## config.mk

```make
export PLATFORM = sky130hd
export DESIGN_NAME = round_robin_timeslice_scheduler_top
export DESIGN_NICKNAME = d
export VERILOG_FILES = /design/src/rtl/core/rrts_pkg.sv /design/src/rtl/core/round_robin_timeslice_scheduler_top.sv /design/src/rtl/core/rrts_ctrl.sv /design/src/rtl/core/rrts_dp.sv
export SDC_FILE = /design/constraint.sdc
export NUM_CORES = 1
export LEC_CHECK = 0
export ABC_AREA = 1
export ABC_CLOCK_PERIOD_IN_PS = 5180
export BUFFER_PORTS_ARGS = -buffer_cell sky130_fd_sc_hd__buf_4
export CAP_MARGIN = 0
export CORE_UTILIZATION = 60
export DETAILED_ROUTE_END_ITERATION = 8
export PLACE_DENSITY_LB_ADDON = 0.15
export SYNTH_ARGS = -nofsm -noshare
export SYNTH_HDL_FRONTEND = slang
export SYNTH_HIERARCHICAL = 1
export SYNTH_SLANG_ARGS = --single-unit
```

## constraint.sdc

```tcl
create_clock -name clk -period 5.18 [get_ports clk]
set_input_delay 0.777 -clock clk [delete_from_list [all_inputs] [get_ports clk]]
set_output_delay 0.777 -clock clk [all_outputs]
set_load 0.03 [all_outputs]
```

## src/rtl/core/rrts_pkg.sv

```systemverilog
// ----------------------------------------------------------------------------
// rrts_pkg
// Shared types and constants for the round robin time slice scheduler.
// ----------------------------------------------------------------------------
`default_nettype none

package rrts_pkg;

  localparam int unsigned DEF_QUEUE_DEPTH = 16;
  localparam int unsigned DEF_ID_BITS     = 8;
  localparam int unsigned DEF_TIME_BITS   = 32;

  localparam logic [31:0] SLICE_RESET = 32'd1000;

  typedef enum logic [1:0] {
    REQ_TICK   = 2'd0,
    REQ_ADD    = 2'd1,
    REQ_REMOVE = 2'd2,
    REQ_DECIDE = 2'd3
  } req_e;

  typedef enum logic [1:0] {
    DEC_NONE    = 2'd0,
    DEC_ASSIGN  = 2'd1,
    DEC_PREEMPT = 2'd2
  } decision_e;

  typedef enum logic {
    ST_IDLE = 1'b0,
    ST_EXEC = 1'b1
  } state_e;

  typedef struct packed {
    logic [1:0] req_type;
    logic [7:0] task_id;
    logic       running_valid;
    logic [7:0] running_id;
  } in_word_t;

  typedef struct packed {
    logic [1:0]         decision;
    logic [7:0]         assign_id;
    logic [7:0]         resign_id;
    logic               slice_active;
    logic signed [31:0] slice_left;
    logic               queue_full_drop;
    logic [4:0]         queue_count;
  } out_word_t;

  typedef struct packed {
    logic capture;
    logic apply;
  } cmd_t;

  typedef struct packed {
    logic out_valid;
  } status_t;

endpackage

`default_nettype wire

```

## src/rtl/core/round_robin_timeslice_scheduler_top.sv

```systemverilog
// ----------------------------------------------------------------------------
// round_robin_timeslice_scheduler_top
// Round robin time slice scheduler with a compacting ready queue.
// ----------------------------------------------------------------------------
// Each word is handled in two steps: the request is captured, then applied
// to the queue cells and the remaining slice counter, and the result register
// is loaded. The apply step waits while an earlier result has not been taken.
// The remaining slice is kept as one down counter, so slice_left needs no
// subtraction. time_slice may be written at any idle time.
`default_nettype none

module round_robin_timeslice_scheduler_top
  import rrts_pkg::*;
#(
  parameter int unsigned QUEUE_DEPTH = DEF_QUEUE_DEPTH,
  parameter int unsigned ID_BITS     = DEF_ID_BITS,
  parameter int unsigned TIME_BITS   = DEF_TIME_BITS
) (
  input  wire logic        clk,
  input  wire logic        rst,
  input  wire logic        in_valid,
  output logic             in_ready,
  input  wire in_word_t    in_data,
  output logic             out_valid,
  input  wire logic        out_ready,
  output out_word_t        out_data,
  input  wire logic        cfg_we,
  input  wire logic [31:0] cfg_data
);

  cmd_t    cmd;
  status_t status;

  rrts_ctrl u_ctrl (
    .clk       (clk),
    .rst       (rst),
    .in_valid  (in_valid),
    .in_ready  (in_ready),
    .out_ready (out_ready),
    .status    (status),
    .cmd       (cmd)
  );

  rrts_dp #(
    .QUEUE_DEPTH (QUEUE_DEPTH),
    .ID_BITS     (ID_BITS),
    .TIME_BITS   (TIME_BITS)
  ) u_dp (
    .clk       (clk),
    .rst       (rst),
    .cmd       (cmd),
    .status    (status),
    .in_data   (in_data),
    .out_data  (out_data),
    .out_ready (out_ready),
    .cfg_we    (cfg_we),
    .cfg_data  (cfg_data)
  );

  assign out_valid = status.out_valid;

`ifndef SYNTHESIS
  a_busy_after_accept: assert property (@(posedge clk) disable iff (rst)
    (in_valid && in_ready) |=> !in_ready)
    else $error("input taken while a word is in flight");

  a_drop_no_decision: assert property (@(posedge clk) disable iff (rst)
    (out_valid && out_data.queue_full_drop) |-> (out_data.decision == DEC_NONE))
    else $error("dropped add carries a decision");

  a_preempt_requeued: assert property (@(posedge clk) disable iff (rst)
    (out_valid && (out_data.decision == DEC_PREEMPT)) |-> (out_data.queue_count != 5'd0))
    else $error("preempted task not requeued");
`endif

endmodule

`default_nettype wire

```

## src/rtl/core/rrts_ctrl.sv

```systemverilog
// ----------------------------------------------------------------------------
// rrts_ctrl
// Sequencer: captures one word, then applies it once the result slot is free.
// ----------------------------------------------------------------------------
`default_nettype none

module rrts_ctrl
  import rrts_pkg::*;
(
  input  wire logic    clk,
  input  wire logic    rst,
  input  wire logic    in_valid,
  output logic         in_ready,
  input  wire logic    out_ready,
  input  wire status_t status,
  output cmd_t         cmd
);

  state_e state;
  state_e state_next;
  logic   slot_free;

  assign slot_free = !status.out_valid || out_ready;

  always_ff @(posedge clk) begin
    if (rst) begin
      state <= ST_IDLE;
    end else begin
      state <= state_next;
    end
  end

  always_comb begin
    state_next = state;
    case (state)
      ST_IDLE: begin
        if (in_valid) begin
          state_next = ST_EXEC;
        end
      end
      ST_EXEC: begin
        if (slot_free) begin
          state_next = ST_IDLE;
        end
      end
      default: begin
        state_next = ST_IDLE;
      end
    endcase
  end

  always_comb begin
    in_ready    = 1'b0;
    cmd.capture = 1'b0;
    cmd.apply   = 1'b0;
    case (state)
      ST_IDLE: begin
        in_ready    = !rst;
        cmd.capture = in_valid && !rst;
      end
      ST_EXEC: begin
        cmd.apply = slot_free;
      end
      default: begin
        in_ready = 1'b0;
      end
    endcase
  end

endmodule

`default_nettype wire

```

## src/rtl/core/rrts_dp.sv

```systemverilog
// ----------------------------------------------------------------------------
// rrts_dp
// Datapath: compacting id queue, remaining slice counter, slice register and
// the result register.
// ----------------------------------------------------------------------------
`default_nettype none

module rrts_dp
  import rrts_pkg::*;
#(
  parameter int unsigned QUEUE_DEPTH = DEF_QUEUE_DEPTH,
  parameter int unsigned ID_BITS     = DEF_ID_BITS,
  parameter int unsigned TIME_BITS   = DEF_TIME_BITS
) (
  input  wire logic        clk,
  input  wire logic        rst,
  input  wire cmd_t        cmd,
  output status_t          status,
  input  wire in_word_t    in_data,
  output out_word_t        out_data,
  input  wire logic        out_ready,
  input  wire logic        cfg_we,
  input  wire logic [31:0] cfg_data
);

  localparam int unsigned CW = $clog2(QUEUE_DEPTH + 1);
  localparam logic [CW-1:0] FULL = CW'(QUEUE_DEPTH);

  logic [ID_BITS-1:0]   q      [QUEUE_DEPTH];
  logic [ID_BITS-1:0]   q_next [QUEUE_DEPTH];
  logic [CW-1:0]        fill;
  logic [CW-1:0]        fill_next;
  logic [TIME_BITS-1:0] left;
  logic [TIME_BITS-1:0] left_next;
  logic [31:0]          time_slice;
  in_word_t             req;
  logic                 out_valid;

  logic [ID_BITS-1:0]     tid;
  logic [ID_BITS-1:0]     rid;
  logic [QUEUE_DEPTH-1:0] match;
  logic [QUEUE_DEPTH-1:0] rm_shift;
  logic                   found;
  logic                   expired;
  logic                   do_add;
  logic                   do_rm;
  logic                   do_pop;
  logic                   do_push;
  logic [CW-1:0]          tail;
  out_word_t              res;

  assign tid     = ID_BITS'(req.task_id);
  assign rid     = ID_BITS'(req.running_id);
  assign expired = (left == '0);

  always_comb begin
    for (int i = 0; i < QUEUE_DEPTH; i++) begin
      match[i] = (q[i] == tid) && (CW'(i) < fill);
    end
  end

  // lowest match and every cell above it shift down
  assign rm_shift = match | (~match + 1'b1);
  assign found    = |match;

  assign do_add  = (req_e'(req.req_type) == REQ_ADD) && (fill != FULL);
  assign do_rm   = (req_e'(req.req_type) == REQ_REMOVE) && found;
  assign do_pop  = (req_e'(req.req_type) == REQ_DECIDE) && (fill != '0)
                   && (expired || !req.running_valid);
  assign do_push = do_pop && expired && req.running_valid;
  assign tail    = fill - 1'b1;

  for (genvar g = 0; g < QUEUE_DEPTH; g++) begin : g_cell
    logic [ID_BITS-1:0] upper;
    if (g < QUEUE_DEPTH - 1) begin : g_up
      assign upper = q[g+1];
    end else begin : g_top
      assign upper = q[g];
    end
    always_comb begin
      q_next[g] = q[g];
      if (do_add && (CW'(g) == fill)) begin
        q_next[g] = tid;
      end else if (do_rm && rm_shift[g]) begin
        q_next[g] = upper;
      end else if (do_pop) begin
        q_next[g] = (do_push && (CW'(g) == tail)) ? rid : upper;
      end
    end
  end

  always_comb begin
    fill_next = fill;
    left_next = left;
    case (req_e'(req.req_type))
      REQ_TICK: begin
        left_next = left - 1'b1;
      end
      REQ_ADD: begin
        if (do_add) begin
          fill_next = fill + 1'b1;
        end
      end
      REQ_REMOVE: begin
        if (do_rm) begin
          fill_next = tail;
        end
      end
      REQ_DECIDE: begin
        if (do_pop) begin
          left_next = TIME_BITS'(time_slice);
          if (!do_push) begin
            fill_next = tail;
          end
        end
      end
      default: begin
        fill_next = fill;
      end
    endcase
  end

  always_comb begin
    res.decision        = do_push ? DEC_PREEMPT : (do_pop ? DEC_ASSIGN : DEC_NONE);
    res.assign_id       = do_pop ? 8'(q[0]) : 8'd0;
    res.resign_id       = do_push ? 8'(rid) : 8'd0;
    res.slice_active    = ((fill_next != '0) || req.running_valid) && (left_next != '0)
                          && !left_next[TIME_BITS-1];
    res.slice_left      = 32'(left_next);
    res.queue_full_drop = (req_e'(req.req_type) == REQ_ADD) && (fill == FULL);
    res.queue_count     = 5'(fill_next);
  end

  always_ff @(posedge clk) begin
    if (rst) begin
      fill       <= '0;
      left       <= '0;
      time_slice <= SLICE_RESET;
      out_valid  <= 1'b0;
    end else begin
      if (cfg_we) begin
        time_slice <= cfg_data;
      end
      if (cmd.apply) begin
        fill      <= fill_next;
        left      <= left_next;
        out_valid <= 1'b1;
      end else if (out_ready) begin
        out_valid <= 1'b0;
      end
    end
  end

  always_ff @(posedge clk) begin
    if (cmd.capture) begin
      req <= in_data;
    end
    if (cmd.apply) begin
      q        <= q_next;
      out_data <= res;
    end
  end

  assign status.out_valid = out_valid;

endmodule

`default_nettype wire
```

# Word-level counts from Yosys, hierarchy flattened

Cells that the tools add are included.

Flip-flop bits (word level): 275
Output and inout bits: 59
Word-level logic and storage cells: 310

Add/subtract/negate cells: 4
$lt $le $gt $ge: 16
Equality and inequality tests: 52
Multiplexer cells: 80
Bitwise gates (word level): 3
Reduce and logical (&&, ||, !) cells: 123

Operator list:

| operator                                                             | count |
|---|---|
| 8-bit two-way mux                                                    | 64 |
| 8-bit equality test                                                  | 16 |
| 4-bit by 5-bit equality test with 1-bit output, first input constant | 16 |
| 1-bit logical AND                                                    | 74 |
| 32-bit case mux with 2 select lines                                  | 1 |
| 3-bit nonzero test                                                   | 15 |
| 3-bit by 5-bit equality test with 1-bit output, first input constant | 8 |
| 4-bit by 5-bit < comparator with 1-bit output, first input constant  | 8 |
| 32-bit logical NOT                                                   | 1 |
| 32-bit two-way mux                                                   | 1 |
| 32-bit nonzero test                                                  | 1 |
| 32-bit by 1-bit subtractor with 32-bit output, second input constant | 1 |
| 2-bit AND reduction                                                  | 15 |
| 2-bit by 5-bit equality test with 1-bit output, first input constant | 4 |
| 3-bit by 5-bit < comparator with 1-bit output, first input constant  | 4 |
| 5-bit two-way mux                                                    | 4 |
| 16-bit by 1-bit adder with 16-bit output, second input constant      | 1 |
| 16-bit NOT                                                           | 1 |
| 16-bit OR                                                            | 1 |
| 16-bit OR reduction                                                  | 1 |
| 5-bit case mux with 3 select lines                                   | 1 |
| 1-bit by 5-bit equality test with 1-bit output, first input constant | 2 |
| 5-bit logical NOT                                                    | 2 |
| 1-bit by 5-bit < comparator with 1-bit output, first input constant  | 2 |
| other kinds (17)                                                     | 34 |

# Depth between registers and ports, before layout

Gate-level depths: netlist of run 1.

Word-level depth: 12
Gate-level depth with buffers: 21
Depth with buffers taken out: 20

# Modules after synthesis

Netlist of run 1, hierarchy kept.

Modules (own cells, without submodules):

| module    | times used | cells each | area each (sq um) | seq. area each (sq um) |
|---|---|---|---|---|
| rrts_dp   | 1          | 2474       | 17650.7           | 7527.2 |
| rrts_ctrl | 1          | 10         | 60.1              | 20.0 |

# Worst setup path after synthesis of run 1

OpenSTA, ideal clock, no wires.

Path type: input port to flip-flop
Start point: in out_ready
End point: reg u_dp.q, in the netlist u_dp/g_cell[1].upper[0], enable pin
Setup time: 378 ps
Data arrival time: 3839 ps
Data required time: 4802 ps
Path slack: 963 ps
Cell stages on the path: 6
Path buffers: 2
Path through: inv_1 -> a21oi_2 -> clkbuf_1 -> clkinv_1 -> clkbuf_1 -> a31oi_1

RTL lines:

| element                | RTL line                                  | source |
|---|---|---|
| start: declaration     | round_robin_timeslice_scheduler_top.sv:25 | `input wire logic out_ready,` |
| end signal: assignment | rrts_dp.sv:159                            | `q <= q_next;` |
| end: declaration       | rrts_dp.sv:29                             | `logic [ID_BITS-1:0] q [QUEUE_DEPTH];` |

# Worst setup path in the final report of run 1

Start point: reg u_dp.req, in the netlist u_dp/tid[4]
End point: reg u_dp.q, in the netlist u_dp/g_cell[12].upper[4], enable pin

Cells in the longest elaborated chain, start to end: 8

RTL lines:

| element                                  | RTL line       | source |
|---|---|---|
| start: declaration                       | rrts_dp.sv:36  | `in_word_t req;` |
| start signal: assignment                 | rrts_dp.sv:156 | `req <= in_data;` |
| 8-bit equality test                      | rrts_dp.sv:58  | `match[i] = (q[i] == tid) && (CW'(i) < fill);` |
| 1-bit logical AND                        | rrts_dp.sv:58  |  |
| 16-bit NOT                               | rrts_dp.sv:63  | `assign rm_shift = match \| (~match + 1'b1);` |
| 16-bit by 1-bit adder with 16-bit output | rrts_dp.sv:63  |  |
| 16-bit OR                                | rrts_dp.sv:63  |  |
| 1-bit logical AND (*)                    | rrts_dp.sv:84  | `end else if (do_rm && rm_shift[g]) begin` |
| 3-bit nonzero test (no line) (*)         | n/a            |  |
| 2-bit AND reduction (no line) (*)        | n/a            |  |

Mark *: on every way between the ends. The rest lies on a longest branch, timed or not.
A chain may end at the register's enable or synchronous reset.

==> flow_metrics.tcl, run 1 <==
set metrics [dict create \
    grt_pass1_vias 16239 \
    synth.top_cell.area_share_pct 34.6 \
    maxCapViolCount 0 \
    setup_viol 0 \
    core_sq_mm 0.0289 \
    hold-worst-slack_ns 0.378 \
    worst_path_max_delay_cell "a31oi_1" \
    n_antenna_cell 0 \
    yosysTopAreaCell "edfxtp_1" \
    drt-total-wl_microns 61200 \
    synthArstFlopShare_pct 0 \
    ant_nets 0 \
    antenna_found_initial 0 \
    cts.hold.buffers_added 0 \
    hold_end "u_dp/tid[3]" \
    post-cts-setup-buffers 0 \
    gp_routability_congestion 0.999 \
    fill_cells 2429 \
    ys_warn_count 6 \
    startpoint_type "register" \
    cts_buffer_depth 3 \
    rows 62 \
    tns_ns 0 \
    required_ns 5.36 \
    io_pins 115 \
    tritoncts "yes" \
    grt_max_degree 103 \
    initial_core_util_pct 61.4 \
    dpl.hpwl_microns 42300 \
    synthToLayoutAreaGrowth_pct 10.8 \
    postSynthAreaPerCell_sq_um 7.13 \
    slew_viol_final 0 \
    tightest_slew_ns 1.25 \
    cp_top_family "buffers and inverters" \
    clockRootBuffer "clkbuf_16" \
    clock.fmax_mhz 249 \
    r2r-end "u_dp/g_cell[12].upper[4]" \
    htree_num_levels 1 \
    syn_nets 2552 \
    synth_seq_cells 275 \
    drc_errors 0 \
    drtIter0Drc 2206 \
    slew_headroom_pct 16.9 \
    rr_startpoint "u_dp/tid[4]" \
    clkLatencyLatePin_ns 0.57 \
    period_needed_ns 4.01 \
    hold_path_depth 1 \
    grt_overflow 0 \
    end_kind "register" \
    crit_chain "inv_1 > buf_4 > nand2_1 > nand2_1 > nand2_1 > nor2_1 > nand3_1 > nand2_1 > inv_1 > nand2_2 > nor2_4 > nand2_4 > nand2_4 > inv_8 > nand2_2 > a31oi_1" \
    synth_edf_count 204 \
    rsz0062_at_grt "no" \
    p_total_mw 5.84 \
    clock_skew_ns 0.0280 \
    hold_violations 0 \
    wl_per_cell_microns 20.9 \
    synth_cell_types 45 \
    vias_per_cell 5.97 \
    crit_buf_inv 4 \
    path_class "register to register" \
    hold_start "in_data[12]" \
    numPortBuffers 114 \
    cp_data_arrival_time_ns 4.19 \
    seq_area_frac_synth_pct 42.6 \
    clk_pin_slew_ns 0.06 \
    drtPass1Iterations 9 \
    r2r_cells 16 \
    syn_area_sq_mm 0.0177 \
    syn_inst 2484 \
    synth_ff_type "edfxtp_1" \
    stdcell_count 2934 \
    grt_pass1_wl_microns 93000 \
    max_stage_delay_ns 0.77 \
    grt_use_total_pct 40.1 \
    drive_above_1_share_pct 10.1 \
    finalCritPeriodShare_pct 77.5 \
    place_inst 2880 \
    num_vias 17515 \
    status "complete, no violations" \
    die_area_sq_mm 0.0302 \
    cpMostUsedCell "nand2_1" \
    ir_drop_mv 0.272 \
    yosys-top-cells-area "edfxtp_1 (35%), nand2_1 (15%), o21ai_0 (8.5%)" \
    layout.nets 2595 \
    hold_path.class "primary input to register" \
    p_leak_nw 9.06 \
    timing.reg2reg.setup_slack_ns 1.17 \
    power_density_mw_per_mm2 298 \
    cts_made_buffers 29 \
    worstPathMaxFanout 20 \
    clock_sinks 275 \
    fp.dieW_microns 174 \
    fp.dieH_microns 174 \
    ctsResizeCount 0 \
]
Yosys cell counts (2+ instances only):
library cell / n
a211oi_1: 2
a21oi_1: 121
a22oi_1: 5
a31oi_1: 24
buf_1: 9
buf_2: 25
buf_4: 20
buf_6: 11
clkbuf_1: 64
clkinv_1: 2
dfxtp_1: 71
edfxtp_1: 204
ha_1: 12
inv_1: 311
inv_2: 13
nand2_1: 715
nand2_2: 13
nand2_4: 8
nand3_1: 145
nand3_2: 2
nand3b_1: 2
nand4_1: 19
nor2_1: 230
nor2_2: 9
nor2_4: 2
nor3_1: 12
nor3_2: 3
nor3_4: 4
nor4_1: 4
o211ai_1: 32
o21ai_0: 302
o21ai_1: 10
o21ai_2: 2
o22ai_1: 21
o31ai_1: 3
or2_2: 2
xnor2_1: 23
xor2_1: 20
layer usage:
metal | track usage, % | part of all wire (%) | vias to the layer above | wire [microns]
li1 | - | - | 8210 | -
met1 | 51.1 | 38 | 7942 | 23100
met2 | 65.2 | 45 | 1101 | 27700
met3 | 6.34 | 10 | 262 | 6240
met4 | 22.3 | 6.8 | 0 | 4150
met5 | 0 | 0 | - | 0
worst reg2reg max path, cell delays in order (launching register included):
cell and delay (ns):
edfxtp_1 0.39, inv_1 0.73, buf_4 0.31, nand2_1 0.06, nand2_1 0.05, nand2_1 0.05
nor2_1 0.08, nand3_1 0.10, nand2_1 0.08, inv_1 0.06, nand2_2 0.13, nor2_4 0.09
nand2_4 0.13, nand2_4 0.15, inv_8 0.21, nand2_2 0.21, a31oi_1 0.77
state kept, by name (all words and copies together) (netlist names):
signal / count
u_dp/left: 32
u_dp/out_data: 57
u_dp/req: 3
u_dp/status: 1
u_dp/fill: 5
u_dp/tid: 8
u_dp/rid: 8
u_dp/g_cell.upper: 120
u_dp/q: 8
u_dp/time_slice: 32
u_ctrl/state: 1
cells in the final DEF, fill, tap and decap left out, types with 12 or more instances in the layout:
cell	n
xor2_1	20
clkbuf_16	29
buf_4	141
xnor2_1	23
a31oi_1	24
edfxtp_1	204
nor2_1	229
o21ai_0	302
a21oi_1	121
ha_1	12
nand2_2	13
o22ai_1	21
dfxtp_1	71
inv_2	13
nand4_1	19
inv_1	310
nand3_1	145
o211ai_1	32
nand2_1	715
nor3_1	12
layout make-up:
| class | instances | area [sq um] | share of cell area, % |
|---|---|---|---|
| multi-input combinational | 1752 | 8260 | 42.1 |
| sequential | 275 | 7550 | 38.4 |
| inverter | 328 | 1240 | 6.32 |
| timing repair buffer | 141 | 1060 | 5.39 |
| clock buffer | 37 | 816 | 4.16 |
| tap | 384 | 480 | 2.45 |
| clock inverter | 17 | 226 | 1.15 |
per-stage QoR:
stage          area [sq um]  util [%]  setup slack [ns]
2_1_floorplan         17700         -             0.963
3_3_place_gp          18600      64.4              1.38
3_5_place_dp          18600      64.4              1.28
4_1_cts               19600      68.0              1.25
5_1_grt               19600      68.0             0.876
6_report              19600      68.0              1.17
report_power, final:
part / switching (mW) / internal [mW] / total [mW]
logic: 0.722 / 0.284 / 1.01
registers: 0.0988 / 2.47 / 2.57
clock network: 0.909 / 1.36 / 2.27
total: 1.73 / 4.11 / 5.84
kinds of logic after synthesis:
family                   synth area share, %
flip-flops                              42.6
buffers and inverters                   10.8
AO/OA/AOI/OAI                           15.9
AND/OR/NAND/NOR                         27.7
XOR/XNOR                                2.13
adder cells (fa/ha/maj)                0.848
worst max path at each step:
stage                            start                        to  slack, ns  cells after the start
final                      u_dp/tid[4]  u_dp/g_cell[12].upper[4]       1.17                     16
after global routing      u_dp/fill[0]   u_dp/g_cell[9].upper[3]       0.88                     14
after CTS                  u_dp/tid[4]  u_dp/g_cell[12].upper[4]       1.25                     16
after detailed placement   u_dp/tid[4]  u_dp/g_cell[12].upper[1]       1.28                     16
after global placement     u_dp/tid[4]  u_dp/g_cell[12].upper[2]       1.38                     16
after floorplan              out_ready   u_dp/g_cell[1].upper[0]       0.96                      6
Note: power is estimated with default switching activity, not from simulation.
==> inputs of run 2 (changes only) <==
- ABC_CLOCK_PERIOD_IN_PS: 5180 -> 3270
- CORE_UTILIZATION: 60 -> 56
- clock period: 5.18 -> 3.27 ns (I/O delays scaled with it)
==> run 2 against run 1 <==
  * The run now ends with DRC left
  * Clock power up 60%
  * Cell area is 4.7% higher
  * Worst hold slack got worse by 0.30 ns
  * Critical path depth unchanged
  * Setup slack worse by 1.0 ns
  * Critical endpoint is now u_dp/g_cell[9].upper[2]
  * Largest power group unchanged
==> flow_metrics.tcl, run 2 (same netlist as run 1, synthesis figures left out) <==
set metrics [dict create \
    grt_use_total_pct 39.2 \
    num_vias 17915 \
    max_stage_delay_ns 0.44 \
    ant_nets 0 \
    status "finished, violations left" \
    numPortBuffers 114 \
    hold_violations 0 \
    violations "DRC" \
    startpoint_type "register" \
    dpl.hpwl_microns 45200 \
    htree_num_levels 1 \
    period_needed_ns 3.13 \
    cts_made_buffers 31 \
    slew_viol_final 0 \
    clock.fmax_mhz 319 \
    fp.dieH_microns 180 \
    setup_viol 0 \
    cts_buffer_depth 3 \
    drive_above_1_share_pct 13.4 \
    hold_path.class "primary input to register" \
    stdcell_area_sq_mm 0.0205 \
    fp.dieW_microns 180 \
    synthToLayoutAreaGrowth_pct 16.0 \
    fin_util_pct 66.6 \
    grt_max_degree 131 \
    finalCritPeriodShare_pct 95.9 \
    initial_core_util_pct 57.4 \
    die_area_sq_mm 0.0323 \
    wl_per_cell_microns 21.2 \
    slew_headroom_pct 11.4 \
    clock_sinks 275 \
    grt_overflow 0 \
    clock_skew_ns 0.0182 \
    core_sq_mm 0.0308 \
    worst_path_max_delay_cell "edfxtp_1" \
    clk_pin_slew_ns 0.07 \
    multi_input_area_sq_mm 0.00838 \
    worstPathMaxFanout 19 \
    cp_data_arrival_time_ns 3.41 \
    fill_cells 2658 \
    rsz0062_at_grt "yes" \
    gp_routability_congestion 1.03 \
    final_cell_mix "nand2_1 (713), inv_1 (310), o21ai_0 (299)" \
    hold-worst-slack_ns 0.0827 \
    drtPass1Iterations 8 \
    clockRootBuffer "clkbuf_16" \
    n_antenna_cell 0 \
    maxCapViolCount 0 \
    path_class "register to register" \
    antenna_found_initial 0 \
    drtIter0Drc 2203 \
    grt_pass1_wl_microns 97700 \
    layout.nets 2677 \
    p_total_mw 9.41 \
    ir_drop_mv 0.461 \
    grt_pass1_vias 16630 \
    clkLatencyLatePin_ns 0.58 \
    largest_reg_flops 120 \
    tightest_slew_ns 1.33 \
    crit_chain "buf_4 > nand2_1 > nand2_1 > nor2_1 > nand3_1 > nor2_1 > nor2_1 > nand2_2 > nor2_8 > buf_4 > inv_4 > nor2_1 > nand3_1 > nand2_2 > a31oi_1 > buf_4" \
    cts.hold.buffers_added 0 \
    end_kind "register" \
    post-route-worst-setup-slack_ns 0.135 \
    drc_errors 1 \
    required_ns 3.55 \
    tritoncts "yes" \
    area.sequential_sq_mm 0.00755 \
    drt-total-wl_microns 64200 \
    power_density_mw_per_mm2 458 \
    cpMostUsedCell "nor2_1" \
    vias_per_cell 5.91 \
    final_common_cell "nand2_1" \
    dp_slack_ns -0.0382 \
    p_leak_nw 9.58 \
    dpl_cell_area_sq_mm 0.0193 \
    rows 64 \
    io_pins 115 \
]
-- run 2: cell count changes in the layout (fill, tap and decap cells not counted), moves of 4 or more --
cell and delta:
buf_4 +65, nand3_1 -5, buf_12 +10, buf_6 +4, clkbuf_1 +5, nand3_2 +5, clkbuf_16 +5
-- run 2: final cells by class --
class | instances | area share, %
clock buffer | 46 | 4.60
timing repair buffer | 220 | 8.72
clock inverter | 12 | 0.609
sequential | 275 | 36.8
tap | 396 | 2.41
inverter | 328 | 6.10
multi-input combinational | 1753 | 40.8
-- run 2: critical path: cells and delay by family (launching register included) --
family	cells	cell delay (ns)
AOI/OAI and AO/OA	1	0.19
and+or+nand+nor	11	1.42
DFF	1	0.44
buffers and inverters	4	0.79
-- run 2: power breakdown --
group          switching [mW]  internal [mW]  leakage [nW]  total, mW
Sequential              0.140           3.91          2.46       4.05
Clock                    1.48           2.16         0.529       3.64
Combinational            1.21          0.510          6.59       1.72
Total                    2.83           6.58          9.58       9.41
-- run 2: path summary, 6_finish.rpt --
kind | startpoint | to | slack (ns) | cells after the start
max reg2reg | u_dp/tid[6] | u_dp/g_cell[9].upper[2] | 0.14 | 16
min reg2reg | u_dp/time_slice[25] | u_dp/time_slice[25] | 0.47 | 2
min | in_data[3] | u_dp/rid[3] | 0.08 | 1
max | u_dp/tid[6] | u_dp/g_cell[9].upper[2] | 0.14 | 16
-- run 2: metal layers --
layer / track usage [%] / vias up / part of all wire, %
li1: - / 8365 / -
met1: 51.3 / 8191 / 39
met2: 62.7 / 1118 / 44
met3: 6.28 / 241 / 11
met4: 21.0 / 0 / 6.4
met5: 0 / - / 0
-- run 2: per-stage QoR --
stage	instances	TNS, ns
after floorplan	2484	0
after global placement	2968	-0.0882
after detailed placement	2968	-0.0580
after CTS	3026	0
after global routing	3030	-0.250
final	3030	0
-- run 2: repair_timing --
item | in CTS | in global routing
buffers inserted | 0 | 3
gates cloned | 0 | 1
pin swaps | 0 | 2
endpoints found under the setup margin | 21 | 156
gates resized for setup | 2 | 34
